**src/wpsp_pkg.sv**
```systemverilog
package wpsp_pkg;

	localparam logic [4:0] HDR_LEN  = 5'd22;
	localparam logic [9:0] CHAN_MAX = 10'd14;
	localparam logic [3:0] CHAN_RST = 4'd6;

	localparam logic [7:0] CH_0 = 8'h30;
	localparam logic [7:0] CH_1 = 8'h31;
	localparam logic [7:0] CH_2 = 8'h32;
	localparam logic [7:0] CH_3 = 8'h33;
	localparam logic [7:0] CH_9 = 8'h39;

	localparam logic KIND_PAYLOAD = 1'b0;
	localparam logic KIND_SUMMARY = 1'b1;

	localparam logic [1:0] ST_OK       = 2'd0;
	localparam logic [1:0] ST_SHORT    = 2'd1;
	localparam logic [1:0] ST_MISMATCH = 2'd2;

	localparam logic [1:0] AUTH_NONE = 2'd0;
	localparam logic [1:0] AUTH_ONE  = 2'd1;
	localparam logic [1:0] AUTH_TWO  = 2'd2;
	localparam logic [1:0] AUTH_MISC = 2'd3;

	localparam logic [1:0] NET_ZERO  = 2'd0;
	localparam logic [1:0] NET_ONE   = 2'd1;
	localparam logic [1:0] NET_OTHER = 2'd2;

	// Payload field order; the field index is also the output tag.
	localparam logic [2:0] FLD_KEY     = 3'd1;
	localparam logic [2:0] FLD_GATEWAY = 3'd4;
	localparam logic [2:0] FLD_LAST    = 3'd7;

	localparam int FIFO_DEPTH = 4;
	localparam int PTR_W      = $clog2(FIFO_DEPTH);
	localparam int CNT_W      = $clog2(FIFO_DEPTH + 1);

	typedef enum logic [2:0] {
		U_NET,
		U_CHAN,
		U_AUTH,
		U_KIDX,
		U_IPM,
		U_LEN
	} unit_t;

	typedef struct packed {
		unit_t      unit;
		logic [2:0] lidx;
		logic       first;
		logic       lastp;
	} hdr_slot_t;

	typedef struct packed {
		logic       last_result;
		logic       kind;
		logic [6:0] key_length;
		logic [7:0] ssid_length;
		logic       ip_mode;
		logic [1:0] key_index;
		logic [1:0] auth_type;
		logic [3:0] channel;
		logic [1:0] network_type;
		logic [1:0] status;
		logic [7:0] data_byte;
		logic [2:0] field_tag;
	} res_t;

	typedef struct packed {
		logic [1:0] cnt;
		res_t       r0;
		res_t       r1;
	} fifo_wr_t;

	// Header layout: which field each header position belongs to, and whether
	// it opens or closes that field.
	function automatic hdr_slot_t hdr_slot(input logic [4:0] pos);
		hdr_slot_t s;
		unique case (pos)
			5'd0:  s = '{U_NET,  3'd0, 1'b1, 1'b1};
			5'd1:  s = '{U_CHAN, 3'd0, 1'b1, 1'b0};
			5'd2:  s = '{U_CHAN, 3'd0, 1'b0, 1'b1};
			5'd3:  s = '{U_AUTH, 3'd0, 1'b1, 1'b1};
			5'd4:  s = '{U_KIDX, 3'd0, 1'b1, 1'b1};
			5'd5:  s = '{U_IPM,  3'd0, 1'b1, 1'b1};
			5'd6:  s = '{U_LEN,  3'd0, 1'b1, 1'b0};
			5'd7:  s = '{U_LEN,  3'd0, 1'b0, 1'b0};
			5'd8:  s = '{U_LEN,  3'd0, 1'b0, 1'b1};
			5'd9:  s = '{U_LEN,  3'd1, 1'b1, 1'b0};
			5'd10: s = '{U_LEN,  3'd1, 1'b0, 1'b1};
			5'd11: s = '{U_LEN,  3'd2, 1'b1, 1'b0};
			5'd12: s = '{U_LEN,  3'd2, 1'b0, 1'b1};
			5'd13: s = '{U_LEN,  3'd3, 1'b1, 1'b0};
			5'd14: s = '{U_LEN,  3'd3, 1'b0, 1'b1};
			5'd15: s = '{U_LEN,  3'd4, 1'b1, 1'b0};
			5'd16: s = '{U_LEN,  3'd4, 1'b0, 1'b1};
			5'd17: s = '{U_LEN,  3'd5, 1'b1, 1'b1};
			5'd18: s = '{U_LEN,  3'd6, 1'b1, 1'b0};
			5'd19: s = '{U_LEN,  3'd6, 1'b0, 1'b1};
			5'd20: s = '{U_LEN,  3'd7, 1'b1, 1'b0};
			5'd21: s = '{U_LEN,  3'd7, 1'b0, 1'b1};
			default: s = '{U_NET, 3'd0, 1'b0, 1'b0};
		endcase
		return s;
	endfunction

	// Channel commit: out-of-range values fall back to the default channel.
	function automatic logic [3:0] chan_pick(input logic [9:0] v, input logic [3:0] dflt);
		logic [3:0] r;
		if (v == 10'd0 || v > CHAN_MAX) begin
			r = dflt;
		end else begin
			r = v[3:0];
		end
		return r;
	endfunction

endpackage

```
**src/wpsp_out_fifo.sv**
```systemverilog
module wpsp_out_fifo
	import wpsp_pkg::*;
(
	input  logic     clk,
	input  logic     arst_n,
	input  fifo_wr_t wr,
	output logic     room,
	output logic     out_valid,
	input  logic     out_ready,
	output res_t     out_res
);

	res_t               mem_q [FIFO_DEPTH];
	logic [PTR_W-1:0]   wr_ptr_q;
	logic [PTR_W-1:0]   rd_ptr_q;
	logic [CNT_W-1:0]   cnt_q;
	logic               pop;

	assign out_valid = (cnt_q != '0);
	assign out_res   = mem_q[rd_ptr_q];
	assign pop       = out_valid & out_ready;
	// Room for two entries, since one beat in can produce two results.
	assign room      = (cnt_q <= CNT_W'(FIFO_DEPTH - 2));

	always_ff @(posedge clk or negedge arst_n) begin
		if (!arst_n) begin
			wr_ptr_q <= '0;
			rd_ptr_q <= '0;
			cnt_q    <= '0;
		end else begin
			wr_ptr_q <= wr_ptr_q + PTR_W'(wr.cnt);
			rd_ptr_q <= rd_ptr_q + PTR_W'(pop);
			cnt_q    <= cnt_q + CNT_W'(wr.cnt) - CNT_W'(pop);
		end
	end

	always_ff @(posedge clk) begin
		if (wr.cnt != 2'd0) begin
			mem_q[wr_ptr_q] <= wr.r0;
		end
		if (wr.cnt == 2'd2) begin
			mem_q[wr_ptr_q + PTR_W'(1)] <= wr.r1;
		end
	end

	a_no_overflow: assert property (@(posedge clk) disable iff (!arst_n)
		cnt_q <= CNT_W'(FIFO_DEPTH))
		else $error("output queue overflow");

	a_push_fits: assert property (@(posedge clk) disable iff (!arst_n)
		wr.cnt != 2'd0 |-> cnt_q <= CNT_W'(FIFO_DEPTH - 2))
		else $error("push into a queue without room for two entries");

endmodule

```
**src/wifi_provisioning_string_parser.sv**
```systemverilog
// A result beat is written into the output queue when the input beat that causes it is accepted.
// Throughput: one input byte per cycle while the output queue has room for two results; a
// final byte that also carries a payload byte yields two results, which leave the queue one after the other.
// The rate is set by the single decode step per byte and the one-result-per-cycle output port.
// Reset (arst_n low, asynchronous) empties the output queue, clears the parser state and
// sets the default channel register to 6.
module wifi_provisioning_string_parser
	import wpsp_pkg::*;
#(
	parameter int COUNT_BITS = 10
) (
	input  logic        clk,
	input  logic        arst_n,
	// Configuration: default channel register.
	input  logic        cfg_we,
	input  logic [3:0]  cfg_wdata,
	// Input stream.
	input  logic        s_axis_tvalid,
	output logic        s_axis_tready,
	input  logic [7:0]  s_axis_tdata,   // [7:0] char_byte
	input  logic        s_axis_tlast,   // last_byte
	// Result stream.
	output logic        m_axis_tvalid,
	input  logic        m_axis_tready,
	// [2:0] field_tag, [10:3] data_byte, [12:11] status, [14:13] network_type,
	// [18:15] channel, [20:19] auth_type, [22:21] key_index, [23] ip_mode,
	// [31:24] ssid_length, [38:32] key_length, [39] zero pad
	output logic [39:0] m_axis_tdata,
	output logic [0:0]  m_axis_tuser,   // [0] kind
	output logic        m_axis_tlast    // last_result
);

	localparam int CMP_W = (COUNT_BITS > 12) ? COUNT_BITS : 12;

	// Configuration register.
	logic [3:0] dflt_q;

	// Parser state. The header fields live in separate registers; lengths in a
	// small table, and total_q keeps the running sum of committed lengths so the
	// end-of-string check needs only one add and compare.
	logic [4:0]            hdr_pos_q;
	logic [COUNT_BITS-1:0] byte_cnt_q;
	logic [9:0]            acc_q;
	logic                  stop_q;
	logic [1:0]            nt_q;
	logic [3:0]            ch_q;
	logic [1:0]            au_q;
	logic [1:0]            ki_q;
	logic                  im_q;
	logic [7:0]            len_q [8];
	logic [10:0]           total_q;
	logic [2:0]            pay_fld_q;
	logic [7:0]            pay_rem_q;

	// Next-state values.
	logic [4:0]            hdr_pos_n;
	logic [COUNT_BITS-1:0] byte_cnt_n;
	logic [9:0]            acc_n;
	logic                  stop_n;
	logic [1:0]            nt_n;
	logic [3:0]            ch_n;
	logic [1:0]            au_n;
	logic [1:0]            ki_n;
	logic                  im_n;
	logic [7:0]            len_n [8];
	logic [10:0]           total_n;
	logic [2:0]            pay_fld_n;
	logic [7:0]            pay_rem_n;

	logic       s_acc;
	logic [7:0] c;
	logic       in_hdr;
	logic       is_digit;
	hdr_slot_t  slot;
	hdr_slot_t  vslot;
	logic [9:0] acc_base;
	logic       stop_base;
	logic [12:0] acc_mul;
	logic [2:0] srch_fld;
	logic [7:0] srch_rem;
	logic       emit_pay;

	// Values shown by the summary when the string ends inside the header.
	logic       short_str;
	logic [9:0] acc_v;
	logic [3:0] ch_v;
	logic [1:0] au_v;
	logic [7:0] l0_v;
	logic [7:0] l1_v;
	logic [CMP_W-1:0] sum_len;
	logic [1:0] st;

	res_t     pay_res;
	res_t     sum_res;
	fifo_wr_t wr;
	logic     fifo_room;
	res_t     out_res;

	assign s_acc    = s_axis_tvalid & s_axis_tready;
	assign c        = s_axis_tdata;
	assign in_hdr   = (hdr_pos_q < HDR_LEN);
	assign is_digit = (c >= CH_0) && (c <= CH_9);
	assign slot     = hdr_slot(hdr_pos_q);

	always_comb begin
		hdr_pos_n  = hdr_pos_q;
		byte_cnt_n = (byte_cnt_q != '1) ? byte_cnt_q + COUNT_BITS'(1) : byte_cnt_q;
		acc_n      = acc_q;
		stop_n     = stop_q;
		nt_n       = nt_q;
		ch_n       = ch_q;
		au_n       = au_q;
		ki_n       = ki_q;
		im_n       = im_q;
		len_n      = len_q;
		total_n    = total_q;
		pay_fld_n  = pay_fld_q;
		pay_rem_n  = pay_rem_q;
		emit_pay   = 1'b0;
		acc_base   = slot.first ? 10'd0 : acc_q;
		stop_base  = slot.first ? 1'b0 : stop_q;
		acc_mul    = {acc_base, 3'b000} + {2'b00, acc_base, 1'b0} + {9'd0, c[3:0]};

		// Search for the next payload field that still has bytes, skipping empty ones.
		srch_fld = FLD_LAST;
		srch_rem = 8'd0;
		for (int j = 7; j >= 1; j--) begin
			if (3'(j) > pay_fld_q && len_q[3'(j)] != 8'd0) begin
				srch_fld = 3'(j);
				srch_rem = len_q[3'(j)];
			end
		end
		if (pay_rem_q != 8'd0) begin
			srch_fld = pay_fld_q;
			srch_rem = pay_rem_q;
		end

		if (in_hdr) begin
			unique case (slot.unit)
				U_NET: begin
					nt_n = (c == CH_0) ? NET_ZERO : ((c == CH_1) ? NET_ONE : NET_OTHER);
				end
				U_AUTH: begin
					au_n = (c == CH_0 || c == CH_1) ? AUTH_ONE :
						((c == CH_2) ? AUTH_TWO : AUTH_MISC);
				end
				U_KIDX: begin
					if (au_q == AUTH_ONE && c >= CH_0 && c <= CH_3) begin
						ki_n = c[1:0];
					end
				end
				U_IPM: begin
					if (c == CH_0 || c == CH_1) begin
						im_n = c[0];
					end
				end
				U_CHAN, U_LEN: begin
					if (!stop_base && is_digit) begin
						acc_n  = acc_mul[9:0];
						stop_n = stop_base;
					end else begin
						acc_n  = acc_base;
						stop_n = 1'b1;
					end
					if (slot.lastp) begin
						if (slot.unit == U_CHAN) begin
							ch_n = chan_pick(acc_n, dflt_q);
						end else begin
							len_n[slot.lidx] = acc_n[7:0];
							total_n = total_q + {3'd0, acc_n[7:0]};
							if (slot.lidx == FLD_KEY && acc_n[7:0] == 8'd0) begin
								au_n = AUTH_NONE;
							end
						end
					end
				end
				default: begin
				end
			endcase
			hdr_pos_n = hdr_pos_q + 5'd1;
			if (hdr_pos_n == HDR_LEN) begin
				pay_fld_n = 3'd0;
				pay_rem_n = len_q[0];
			end
		end else begin
			pay_fld_n = srch_fld;
			if (srch_rem != 8'd0) begin
				pay_rem_n = srch_rem - 8'd1;
				emit_pay  = (srch_fld <= FLD_KEY) || (srch_fld <= FLD_GATEWAY && im_q);
			end else begin
				pay_rem_n = 8'd0;
			end
		end
	end

	// A string that ends inside the header decodes one extra zero byte at the
	// next position; the field holding it is closed with what it has so far.
	assign vslot = hdr_slot(hdr_pos_n);

	always_comb begin
		short_str = (hdr_pos_q < HDR_LEN - 5'd1);
		acc_v = vslot.first ? 10'd0 : acc_n;
		ch_v  = ch_n;
		au_v  = au_n;
		l0_v  = len_n[0];
		l1_v  = len_n[1];
		if (short_str) begin
			unique case (vslot.unit)
				U_CHAN: ch_v = chan_pick(acc_v, dflt_q);
				U_AUTH: au_v = AUTH_MISC;
				U_LEN: begin
					if (vslot.lidx == 3'd0) begin
						l0_v = acc_v[7:0];
					end
					if (vslot.lidx == FLD_KEY) begin
						l1_v = acc_v[7:0];
						if (acc_v[7:0] == 8'd0) begin
							au_v = AUTH_NONE;
						end
					end
				end
				default: begin
				end
			endcase
		end
		sum_len = CMP_W'(HDR_LEN) + CMP_W'(total_n);
		if (short_str) begin
			st = ST_SHORT;
		end else if (sum_len == CMP_W'(byte_cnt_n)) begin
			st = ST_OK;
		end else begin
			st = ST_MISMATCH;
		end
	end

	always_comb begin
		pay_res             = '0;
		pay_res.kind        = KIND_PAYLOAD;
		pay_res.field_tag   = srch_fld;
		pay_res.data_byte   = c;
		pay_res.last_result = ~s_axis_tlast;

		sum_res              = '0;
		sum_res.kind         = KIND_SUMMARY;
		sum_res.status       = st;
		sum_res.network_type = nt_n;
		sum_res.channel      = ch_v;
		sum_res.auth_type    = au_v;
		sum_res.key_index    = ki_n;
		sum_res.ip_mode      = im_n;
		sum_res.ssid_length  = l0_v;
		sum_res.key_length   = l1_v[6:0];
		sum_res.last_result  = 1'b1;

		wr = '0;
		if (s_acc) begin
			if (emit_pay && s_axis_tlast) begin
				wr.cnt = 2'd2;
				wr.r0  = pay_res;
				wr.r1  = sum_res;
			end else if (emit_pay) begin
				wr.cnt = 2'd1;
				wr.r0  = pay_res;
			end else if (s_axis_tlast) begin
				wr.cnt = 2'd1;
				wr.r0  = sum_res;
			end
		end
	end

	// State update. The last byte of a string returns the parser state to its
	// reset value, with the channel taken from the register.
	always_ff @(posedge clk or negedge arst_n) begin
		if (!arst_n) begin
			dflt_q     <= CHAN_RST;
			hdr_pos_q  <= '0;
			byte_cnt_q <= '0;
			acc_q      <= '0;
			stop_q     <= 1'b0;
			nt_q       <= '0;
			ch_q       <= CHAN_RST;
			au_q       <= '0;
			ki_q       <= '0;
			im_q       <= 1'b0;
			len_q      <= '{default: 8'd0};
			total_q    <= '0;
			pay_fld_q  <= '0;
			pay_rem_q  <= '0;
		end else begin
			if (cfg_we) begin
				dflt_q <= cfg_wdata;
			end
			if (s_acc) begin
				if (s_axis_tlast) begin
					hdr_pos_q  <= '0;
					byte_cnt_q <= '0;
					acc_q      <= '0;
					stop_q     <= 1'b0;
					nt_q       <= '0;
					ch_q       <= dflt_q;
					au_q       <= '0;
					ki_q       <= '0;
					im_q       <= 1'b0;
					len_q      <= '{default: 8'd0};
					total_q    <= '0;
					pay_fld_q  <= '0;
					pay_rem_q  <= '0;
				end else begin
					hdr_pos_q  <= hdr_pos_n;
					byte_cnt_q <= byte_cnt_n;
					acc_q      <= acc_n;
					stop_q     <= stop_n;
					nt_q       <= nt_n;
					ch_q       <= ch_n;
					au_q       <= au_n;
					ki_q       <= ki_n;
					im_q       <= im_n;
					len_q      <= len_n;
					total_q    <= total_n;
					pay_fld_q  <= pay_fld_n;
					pay_rem_q  <= pay_rem_n;
				end
			end
		end
	end

	// The output queue decouples the two sides: a new byte is taken whenever
	// the queue has room for the two results it may cause.
	wpsp_out_fifo u_out_fifo (
		.clk       (clk),
		.arst_n    (arst_n),
		.wr        (wr),
		.room      (fifo_room),
		.out_valid (m_axis_tvalid),
		.out_ready (m_axis_tready),
		.out_res   (out_res)
	);

	assign s_axis_tready = fifo_room;
	assign m_axis_tdata  = {1'b0, out_res.key_length, out_res.ssid_length, out_res.ip_mode,
		out_res.key_index, out_res.auth_type, out_res.channel, out_res.network_type,
		out_res.status, out_res.data_byte, out_res.field_tag};
	assign m_axis_tuser  = out_res.kind;
	assign m_axis_tlast  = out_res.last_result;

	a_string_restart: assert property (@(posedge clk) disable iff (!arst_n)
		s_acc && s_axis_tlast |=> hdr_pos_q == 5'd0 && byte_cnt_q == '0 && total_q == '0)
		else $error("parser state not cleared after the final byte");

	a_summary_on_last: assert property (@(posedge clk) disable iff (!arst_n)
		s_acc && s_axis_tlast |-> wr.cnt != 2'd0)
		else $error("final byte produced no summary");

	a_hdr_pos_range: assert property (@(posedge clk) disable iff (!arst_n)
		hdr_pos_q <= HDR_LEN)
		else $error("header position past the header");

	a_payload_after_hdr: assert property (@(posedge clk) disable iff (!arst_n)
		pay_rem_q != 8'd0 |-> hdr_pos_q == HDR_LEN)
		else $error("payload bytes pending while the header is still open");

endmodule
```
**config.mk**
```make
export PLATFORM = sky130hd
export DESIGN_NAME = wifi_provisioning_string_parser
export DESIGN_NICKNAME = d
export VERILOG_FILES = /design/src/wpsp_pkg.sv /design/src/wpsp_out_fifo.sv /design/src/wifi_provisioning_string_parser.sv
export SDC_FILE = /design/constraint.sdc
export NUM_CORES = 1
export LEC_CHECK = 0
export BUFFER_PORTS_ARGS = -buffer_cell sky130_fd_sc_hd__buf_4
export CAP_MARGIN = 40
export CORE_MARGIN = 2
export CORE_UTILIZATION = 59
export DETAILED_ROUTE_END_ITERATION = 8
export GPL_TIMING_DRIVEN = 0
export PLACE_DENSITY_LB_ADDON = 0.12
export RECOVER_POWER = 50
export SYNTH_ARGS = -nofsm -noshare
export SYNTH_HDL_FRONTEND = slang
export SYNTH_SLANG_ARGS = --single-unit
```
**constraint.sdc**
```tcl
create_clock -name clk -period 14.82 [get_ports clk]
set_clock_uncertainty 0.15 [all_clocks]
set_input_delay 2.223 -clock clk [delete_from_list [all_inputs] [get_ports clk]]
set_output_delay 2.223 -clock clk [all_outputs]
set_load 0.02 [all_outputs]
```
==> key figures, run 1 <==
Outcome
  – Outcome: finished with violations
  – Failing checks: capacitance limit, slew limit

STA
  – Fin crit share: around 56%
  – Final Hold Fails: 0
  – F_max: 0.121 GHz
  – Tmin final: approximately 8300 ps
  – Worst Hold Slack: 312 ps
  – Slew @ Worst Pin: 3510 ps
  – Fin. max-slew vios: 105
  – Final WS setup: 6540 ps
  – Setup violators final: 0
  – RSZ-0062 raised after global routing: false
  – TNS Setup: 0 ps
  – Max-slew headroom: -134%

Hold path
  – HP Class: flip-flop to flip-flop

Worst setup path
  – Worst Reg-to-Reg Cells: 26
  – CP required: around 15000 ps
  – WP data arrival: 8420 ps
  – Crit. Startpoint: hdr_pos_q[0]$_DFFE_PN0P_
  – Worst Setup EP: u_out_fifo.mem_q[2][12]$_DFFE_PP_
  – Worst R2R Start: hdr_pos_q[0]$_DFFE_PN0P_
  – Worst reg2reg endpoint: u_out_fifo.mem_q[2][12]$_DFFE_PP_
  – Register-to-register setup slack: ~6500 ps
  – Startpoint types: flip-flop
  – CP Capture Type: flip-flop
  – Crit-path max FO: 10
  – Crit Path Category: flip-flop to flip-flop

Place
  – # port buffers: 58
  – DP Wirelength: 32.8 mm
  – Dpl ws: 6660 ps
  – GP Congestion: 0.951
  – Placed Cells: slightly below 2000

Synthesis
  – Syn Inst Count: 1527
  – Synth Flop Type: edfxtp_1
  – Sequential area share after synthesis: 45.4%
  – Cell variety after synth: 95
  – Synth warn: 0
  – Avg Cell Area, Syn: 10.2 sq um
  – Area leader, netlist: edfxtp_1
  – Area share of the largest cell type after synthesis: 23.2%
  – Synth area leaders: edfxtp_1 23%, dfrtp_1 16%, mux4_2 5.9%
  – Post-Syn Nets: approximately 1600
  – Post-synth EDFFs: 120
  – Mapped Area: 0.0155 sq mm
  – Yosys reg bits: 266
  – Ys async rst share: a little under two fifths

Die
  – Die area: 0.0276 sq mm
  – Core area: 0.0259 sq mm
  – IO Count: 62
  – Die height: 166 microns
  – Rows: 59
  – Initial Util: 59.9%
  – Die width: 166 microns

Pwr
  – Pwr Density: 183 mW/mm^2
  – Peak supply drop: between 0.15 and 0.2 mV
  – LEAKAGE: between 6 and 7 nW

Clock tree
  – CTS Root Cell: clkbuf_16
  – Clock tree buffer depth: 3
  – TritonCTS buffer count: 28
  – Clock Pin Slew Worst Setup and Hold Paths: around 70 ps
  – Hold Buf Count CTS: 0
  – Post-cts sizing count: 0
  – Sink Count: about 270
  – CTS tree: yes
  – H-tree levels: 1
  – Post-CTS setup buffer count: 0
  – Worst-Skew Late Latency: 570 ps

Cells and area
  – Finished Layout Cells: 1984
  – Util after Layout: about two thirds
  – Area growth syn-to-layout: 11.6%
  – Antenna Cells: 0
  – Nets: 1700
  – Most common cell after layout, fill and taps aside: nor2_1
  – Most frequent cells in the layout: 185 x nor2_1, 121 x nand2_1, 120 x edfxtp_1
  – Share of layout cells above drive strength 1: between 10% and 20%

Routing
  – Detailed-route via count: 13100
  – WL/cell: ~23 microns
  – Residual DRC: 0
  – Antenna-violating nets left: 0
  – Via density: approximately 6.6
  – First drt pass iteration count: 6
  – 1st-iter DRT viols: 1424
  – Total Wirelength: 45.4 mm

Global route
  – M2 GR Usage: 51.4%
  – Vias in the first global route: 12800
  – GR peak layer: met2
  – Met1 track demand over resource: a little under half
  – Largest net degree at the start of global routing: 65
  – Initial antenna violation count: 0
  – First-pass GRT wire length: 71.6 mm
  – Met3 GRT Util: 4.43%
  – GRT Overall Usage: about a third
  – Grt ovf: 0

Flow run
  – MaxCap Viol Count: 2
## how the worst min path moves through the flow
stage | cells past startpoint | start | endpoint
detailed placement | 1 | u_out_fifo.mem_q[1][6]$_SDFFE_PP0P_ | u_out_fifo.mem_q[1][6]$_SDFFE_PP0P_
floorplan | 1 | u_out_fifo.mem_q[1][0]$_SDFFE_PP0P_ | u_out_fifo.mem_q[1][0]$_SDFFE_PP0P_
global route | 1 | u_out_fifo.mem_q[1][6]$_SDFFE_PP0P_ | u_out_fifo.mem_q[1][6]$_SDFFE_PP0P_
CTS | 1 | u_out_fifo.mem_q[1][6]$_SDFFE_PP0P_ | u_out_fifo.mem_q[1][6]$_SDFFE_PP0P_
global placement | 1 | u_out_fifo.mem_q[2][4]$_SDFFE_PP0P_ | u_out_fifo.mem_q[2][4]$_SDFFE_PP0P_
finish | 1 | u_out_fifo.mem_q[1][4]$_SDFFE_PP0P_ | u_out_fifo.mem_q[1][4]$_SDFFE_PP0P_
## registers in the layout, summed over array words and instances (netlist names)
| name | cells |
|---|---|
| u_out_fifo.wr_ptr_q | 2 |
| dflt_q | 4 |
| stop_q | 1 |
| total_q | 11 |
| acc_q | 10 |
| pay_fld_q | 3 |
| hdr_pos_q | 5 |
| byte_cnt_q | 10 |
| ki_q | 2 |
| au_q | 2 |
| u_out_fifo.rd_ptr_q | 2 |
| len_q | 32 |
| im_q | 1 |
| u_out_fifo.mem_q | 164 |
| nt_q | 2 |
| pay_rem_q | 8 |
| u_out_fifo.cnt_q | 3 |
| ch_q | 4 |
## worst max-delay path, cell delays in order (launching register included)
cell,delay [ps]
dfrtp_1,440
clkbuf_1,380
inv_1,260
ha_1,430
mux2i_1,230
a2bb2oi_1,280
clkbuf_1,370
and3_1,280
ha_1,250
ha_1,220
fa_1,420
a21oi_1,200
o21ai_0,180
nor2_1,240
a22o_1,160
clkbuf_1,540
ha_1,400
o21ai_0,240
a221o_1,350
a21oi_1,260
nand3_1,330
nor2_1,340
xor2_1,170
a31oi_1,90
a21o_1,220
nor4_4,450
nor3_1,110
## layer usage
layer | share of wire (%) | wire [microns]
met4 | 3.1 | 1420
met2 | 46 | 20700
met1 | 44 | 19700
met5 | 0 | 0
met3 | 7.8 | 3520
## synthesized netlist by cell type (5+ instances only)
| cell | count |
|---|---|
| a22o_1 | 25 |
| a31oi_1 | 12 |
| clkbuf_1 | 60 |
| and2_1 | 8 |
| xnor2_1 | 22 |
| nor4_1 | 9 |
| xor2_1 | 20 |
| or2_2 | 6 |
| a21oi_1 | 73 |
| a21o_1 | 15 |
| and3_1 | 20 |
| inv_1 | 39 |
| o22ai_1 | 6 |
| a21boi_0 | 5 |
| nor2b_1 | 15 |
| mux2_2 | 8 |
| a211oi_1 | 8 |
| or4_1 | 6 |
| mux2i_1 | 29 |
| ha_1 | 51 |
| nor3_1 | 47 |
| buf_2 | 21 |
| a32o_1 | 49 |
| nand2_1 | 121 |
| nand3_1 | 30 |
| nor3b_1 | 6 |
| mux4_2 | 41 |
| a211o_1 | 5 |
| o21a_1 | 11 |
| dfxtp_1 | 44 |
| o2111ai_1 | 5 |
| o21ai_0 | 104 |
| a22oi_1 | 46 |
| dfrtp_1 | 98 |
| nand2b_1 | 20 |
| o211ai_1 | 8 |
| edfxtp_1 | 120 |
| nand3b_1 | 6 |
| buf_1 | 8 |
| nand4_1 | 9 |
| nor2_1 | 185 |
| or3_1 | 12 |
## per-stage QoR
step	power (mW)	cell area, sq um
after global placement	2.39	16400
after CTS	3.15	17500
after floorplan	1.97	15500
final	3.17	17300
after detailed placement	2.44	16600
after global routing	3.34	17300
## layout make-up
cell class,instances,area [sq um]
fill,2072,8580
multi-input combinational,1127,7890
sequential,266,7040
clock buffer,40,796
timing repair buffer,71,524
tap,335,419
buffer,94,382
inverter,40,150
clock inverter,11,131
## power breakdown
part | switching, mW | leakage [nW] | total, mW | internal, mW
logic | 0.974 | 3.56 | 1.51 | 0.539
registers | 0.0858 | 2.82 | 0.946 | 0.861
clock network | 0.305 | 0.454 | 0.714 | 0.409
## kinds of logic after synthesis
logic type | count (synthesis) | synth area share, %
xor gates and xnor gates | 43 | 2.47
buffers and inverters | 134 | 3.55
DFF | 266 | 45.4
muxes | 78 | 8.40
adders and majority gates | 54 | 4.50
and+or+nand+nor | 516 | 15.7
other | 1 | 0.0242
AOI/OAI and AO/OA | 435 | 20.0
Note: power is estimated with default switching activity, not from simulation.
==> run 2, diff against run 1 <==
==> constraint.sdc (replaced) <==
create_clock -name clk -period 8.2 [get_ports clk]
set_clock_uncertainty 0.15 [all_clocks]
set_input_delay 1.23 -clock clk [delete_from_list [all_inputs] [get_ports clk]]
set_output_delay 1.23 -clock clk [all_outputs]
set_load 0.02 [all_outputs]
==> run 2 against run 1 <==
Effect of this change:
- utilization down 0.50 points
- sequential power up 81%
- count of clock-buffer cells in the layout unchanged
- via count about the same
- global-route usage unchanged
- setup slack worse by 6100 ps
- clock power up 81%
- the run still ends with capacitance limit, slew limit left
- total power up 78%
- non-clock buffer count down 1
- first-iteration DRC count up 1.8%
- cell area down 0.75%
==> key figures, run 2 (synthesis results as in run 1) <==
STA
  – Fin. max-slew vios: 115 (+9.5%)
  – Final Hold Fails: 0 (unchanged)
  – RSZ-0062 raised after global routing: false
  – Setup violators final: 0 (unchanged)
  – Fin crit share: 94.7% (+39 points)
  – TNS Setup: 0 ps (unchanged)
  – Tmin final: 7760 ps (-516 ps)
  – F_max: 0.129 GHz (+6.7%)
  – Max-slew headroom: -136% (-2.1 points)
  – Slew @ Worst Pin: 3540 ps (+30.9 ps)

Outcome
  – Outcome: finished with violations
  – Failing checks: capacitance limit, slew limit

Worst setup path
  – Register-to-register setup slack: 440 ps (-6100 ps)
  – CP Capture Type: flip-flop
  – Crit-path max FO: 10 (unchanged)
  – Worst R2R Start: hdr_pos_q[0]$_DFFE_PN0P_
  – Worst reg2reg endpoint: u_out_fifo.mem_q[2][12]$_DFFE_PP_
  – Worst Reg-to-Reg Cells: 24 (-7.7%)
  – CP required: 8340 ps (-6620 ps)
  – WP data arrival: 7900 ps (-520 ps)
  – Crit Path Category: flip-flop to flip-flop
  – Startpoint types: flip-flop

Clock tree
  – Clock tree buffer depth: 3 (unchanged)
  – Post-cts sizing count: 0 (unchanged)
  – CTS tree: yes
  – Clock Pin Slew Worst Setup and Hold Paths: 60 ps (about the same)
  – Worst-Skew Late Latency: 570 ps (about the same)
  – CTS Root Cell: clkbuf_16
  – H-tree levels: 1 (unchanged)
  – TritonCTS buffer count: 28 (unchanged)
  – Sink Count: 266 (unchanged)

Global route
  – Met1 track demand over resource: 47.1% (unchanged)
  – GR peak layer: met2
  – Vias in the first global route: 12800 (unchanged)
  – GRT Overall Usage: 32.6% (unchanged)
  – Met3 GRT Util: 4.43% (unchanged)
  – M2 GR Usage: 51.4% (unchanged)
  – Grt ovf: 0 (unchanged)
  – Largest net degree at the start of global routing: 65 (unchanged)
  – Initial antenna violation count: 0 (unchanged)
  – First-pass GRT wire length: 71.6 mm (unchanged)

Flow run
  – MaxCap Viol Count: 3 (+1)

Pwr
  – Clock power share: 22.8% (+0.3 points)
  – Net Sw Frac: 43.5% (+0.45 points)
  – Peak supply drop: 0.293 mV (+74%)
  – Pwr Density: 329 mW/mm^2 (+80%)
  – Reg power frac: 30.2% (+0.4 points)
  – Internal power: 3.20 mW (+77%)
  – LEAKAGE: 6.73 nW (-1.5%)
  – Psw: 2.46 mW (+80%)
  – Combinational share of power: 47.0% (-0.7 points)

Die
  – IO Count: 62 (unchanged)
  – Core area: 0.0259 sq mm (unchanged)
  – Die width: 166 microns (unchanged)
  – Die area: 0.0276 sq mm (unchanged)
  – Rows: 59 (unchanged)
  – Die height: 166 microns (unchanged)
  – Initial Util: 59.9% (unchanged)

Place
  – # port buffers: 58 (unchanged)
  – GP Congestion: 0.951 (unchanged)
  – Placed cell areas: 0.0166 sq mm (unchanged)
  – DP Wirelength: 32.8 mm (unchanged)

Cells and area
  – Nets: 1699 (-0.059%)
  – Sequential cell area: 0.00704 sq mm (unchanged)
  – Most frequent cells in the layout: 186 x nor2_1, 123 x clkbuf_1, 121 x nand2_1
  – Largest Register: u_out_fifo.mem_q
  – Max reg flops: 164 (unchanged)
  – Largest regs: u_out_fifo.mem_q: 164 flops, len_q: 32 flops, total_q: 11 flops
  – Most common cell after layout, fill and taps aside: nor2_1
  – Number of fill cells: 2098 (+1.3%)
  – Fin area: 0.0172 sq mm (-0.75%)
  – Area growth syn-to-layout: 10.8%
  – Share of layout cells above drive strength 1: 9.83% (-1.7 points)
  – Multi-input gate area: 0.00786 sq mm (-0.38%)
  – Antenna Cells: 0 (unchanged)

Hold path
  – HP Class: flip-flop to flip-flop
  – Hold Path Sink: u_out_fifo.mem_q[1][4]$_SDFFE_PP0P_
  – Min-delay src: u_out_fifo.mem_q[1][4]$_SDFFE_PP0P_
  – Hold depth: 1 (unchanged)

Routing
  – Antenna-violating nets left: 0 (unchanged)
  – 1st-iter DRT viols: 1449 (+1.8%)
  – Total Wirelength: 45.5 mm (+0.26%)
  – First drt pass iteration count: 6 (unchanged)
  – WL/cell: 22.9 microns (+0.31%)
  – Detailed-route via count: 13200 (+0.068%)
  – Residual DRC: 0 (unchanged)
  – Via density: 6.64 (+0.12%)
[run 2: worst max path at each step]
stage | slack (ps) | to | depth (start not counted) | start
4_1_cts | 400 | u_out_fifo.mem_q[2][12]$_DFFE_PP_ | 26 | hdr_pos_q[0]$_DFFE_PN0P_
3_5_place_dp | 440 | u_out_fifo.mem_q[2][12]$_DFFE_PP_ | 26 | hdr_pos_q[0]$_DFFE_PN0P_
6_report | 440 | u_out_fifo.mem_q[2][12]$_DFFE_PP_ | 24 | hdr_pos_q[0]$_DFFE_PN0P_
3_3_place_gp | 540 | u_out_fifo.mem_q[3][12]$_DFFE_PP_ | 26 | hdr_pos_q[0]$_DFFE_PN0P_
5_1_grt | 110 | u_out_fifo.mem_q[0][12]$_DFFE_PP_ | 24 | hdr_pos_q[0]$_DFFE_PN0P_
2_1_floorplan | 2070 | u_out_fifo.mem_q[1][12]$_DFFE_PP_ | 26 | hdr_pos_q[0]$_DFFE_PN0P_
[run 2: final cells by class]
type,instances,share of cell area [%]
multi-input cells,1127,45.7
inverters,40,0.873
well taps,335,2.44
clock inverters,11,0.764
repair buffers,71,2.44
flip-flops and latches,266,40.9
clock buffers,40,4.63
plain buffers,93,2.25
[run 2: timing repair]
action,CTS,global route
hold buffers,0,0
buffers inserted,0,0
endpoints found under the setup margin,0,1
[run 2: critical path, stage by stage, from the launching register on]
cell       delay [ps]
dfrtp_1           430
buf_2             240
inv_1             180
ha_1              410
mux2i_1           210
a2bb2oi_1         290
buf_2             270
and3_1            230
ha_1              250
ha_1              220
fa_1              420
xor2_1            330
a22o_1            180
clkbuf_1          630
ha_1              440
a21oi_1           230
o211ai_1          250
or4_1             450
and3_1            210
a21oi_1           220
xnor2_1           200
nand4_1           130
a2111o_1          420
nor4_4            370
nor3_1            110
[run 2: power groups by stage]
stage	Sequential, mW	Combinational [mW]	Clock (mW)
2_1_floorplan	1.68	1.89	0
3_5_place_dp	1.73	2.69	0
6_report	1.71	2.66	1.29
3_3_place_gp	1.72	2.60	0
5_1_grt	1.73	2.88	1.35
4_1_cts	1.70	2.70	1.29
[run 2: routing by layer]
metal	share of wire [%]	wire, microns
met1	43	19700
met2	45	20600
met3	8.2	3730
met4	3.2	1450
met5	0	0
[run 2: through the flow]
step / hold WS [ps] / std cells / utilization (%) / total power [mW] / setup slack, ps
6_report: 313 / 1983 / 66.4 / 5.66 / 438
5_1_grt: 323 / 1983 / 66.4 / 5.96 / 106
4_1_cts: 315 / 1984 / 67.5 / 5.70 / 401
3_5_place_dp: 301 / 1933 / 63.9 / 4.42 / 438
3_3_place_gp: 293 / 1920 / 63.2 / 4.32 / 539
2_1_floorplan: 287 / 1527 / - / 3.56 / 2070
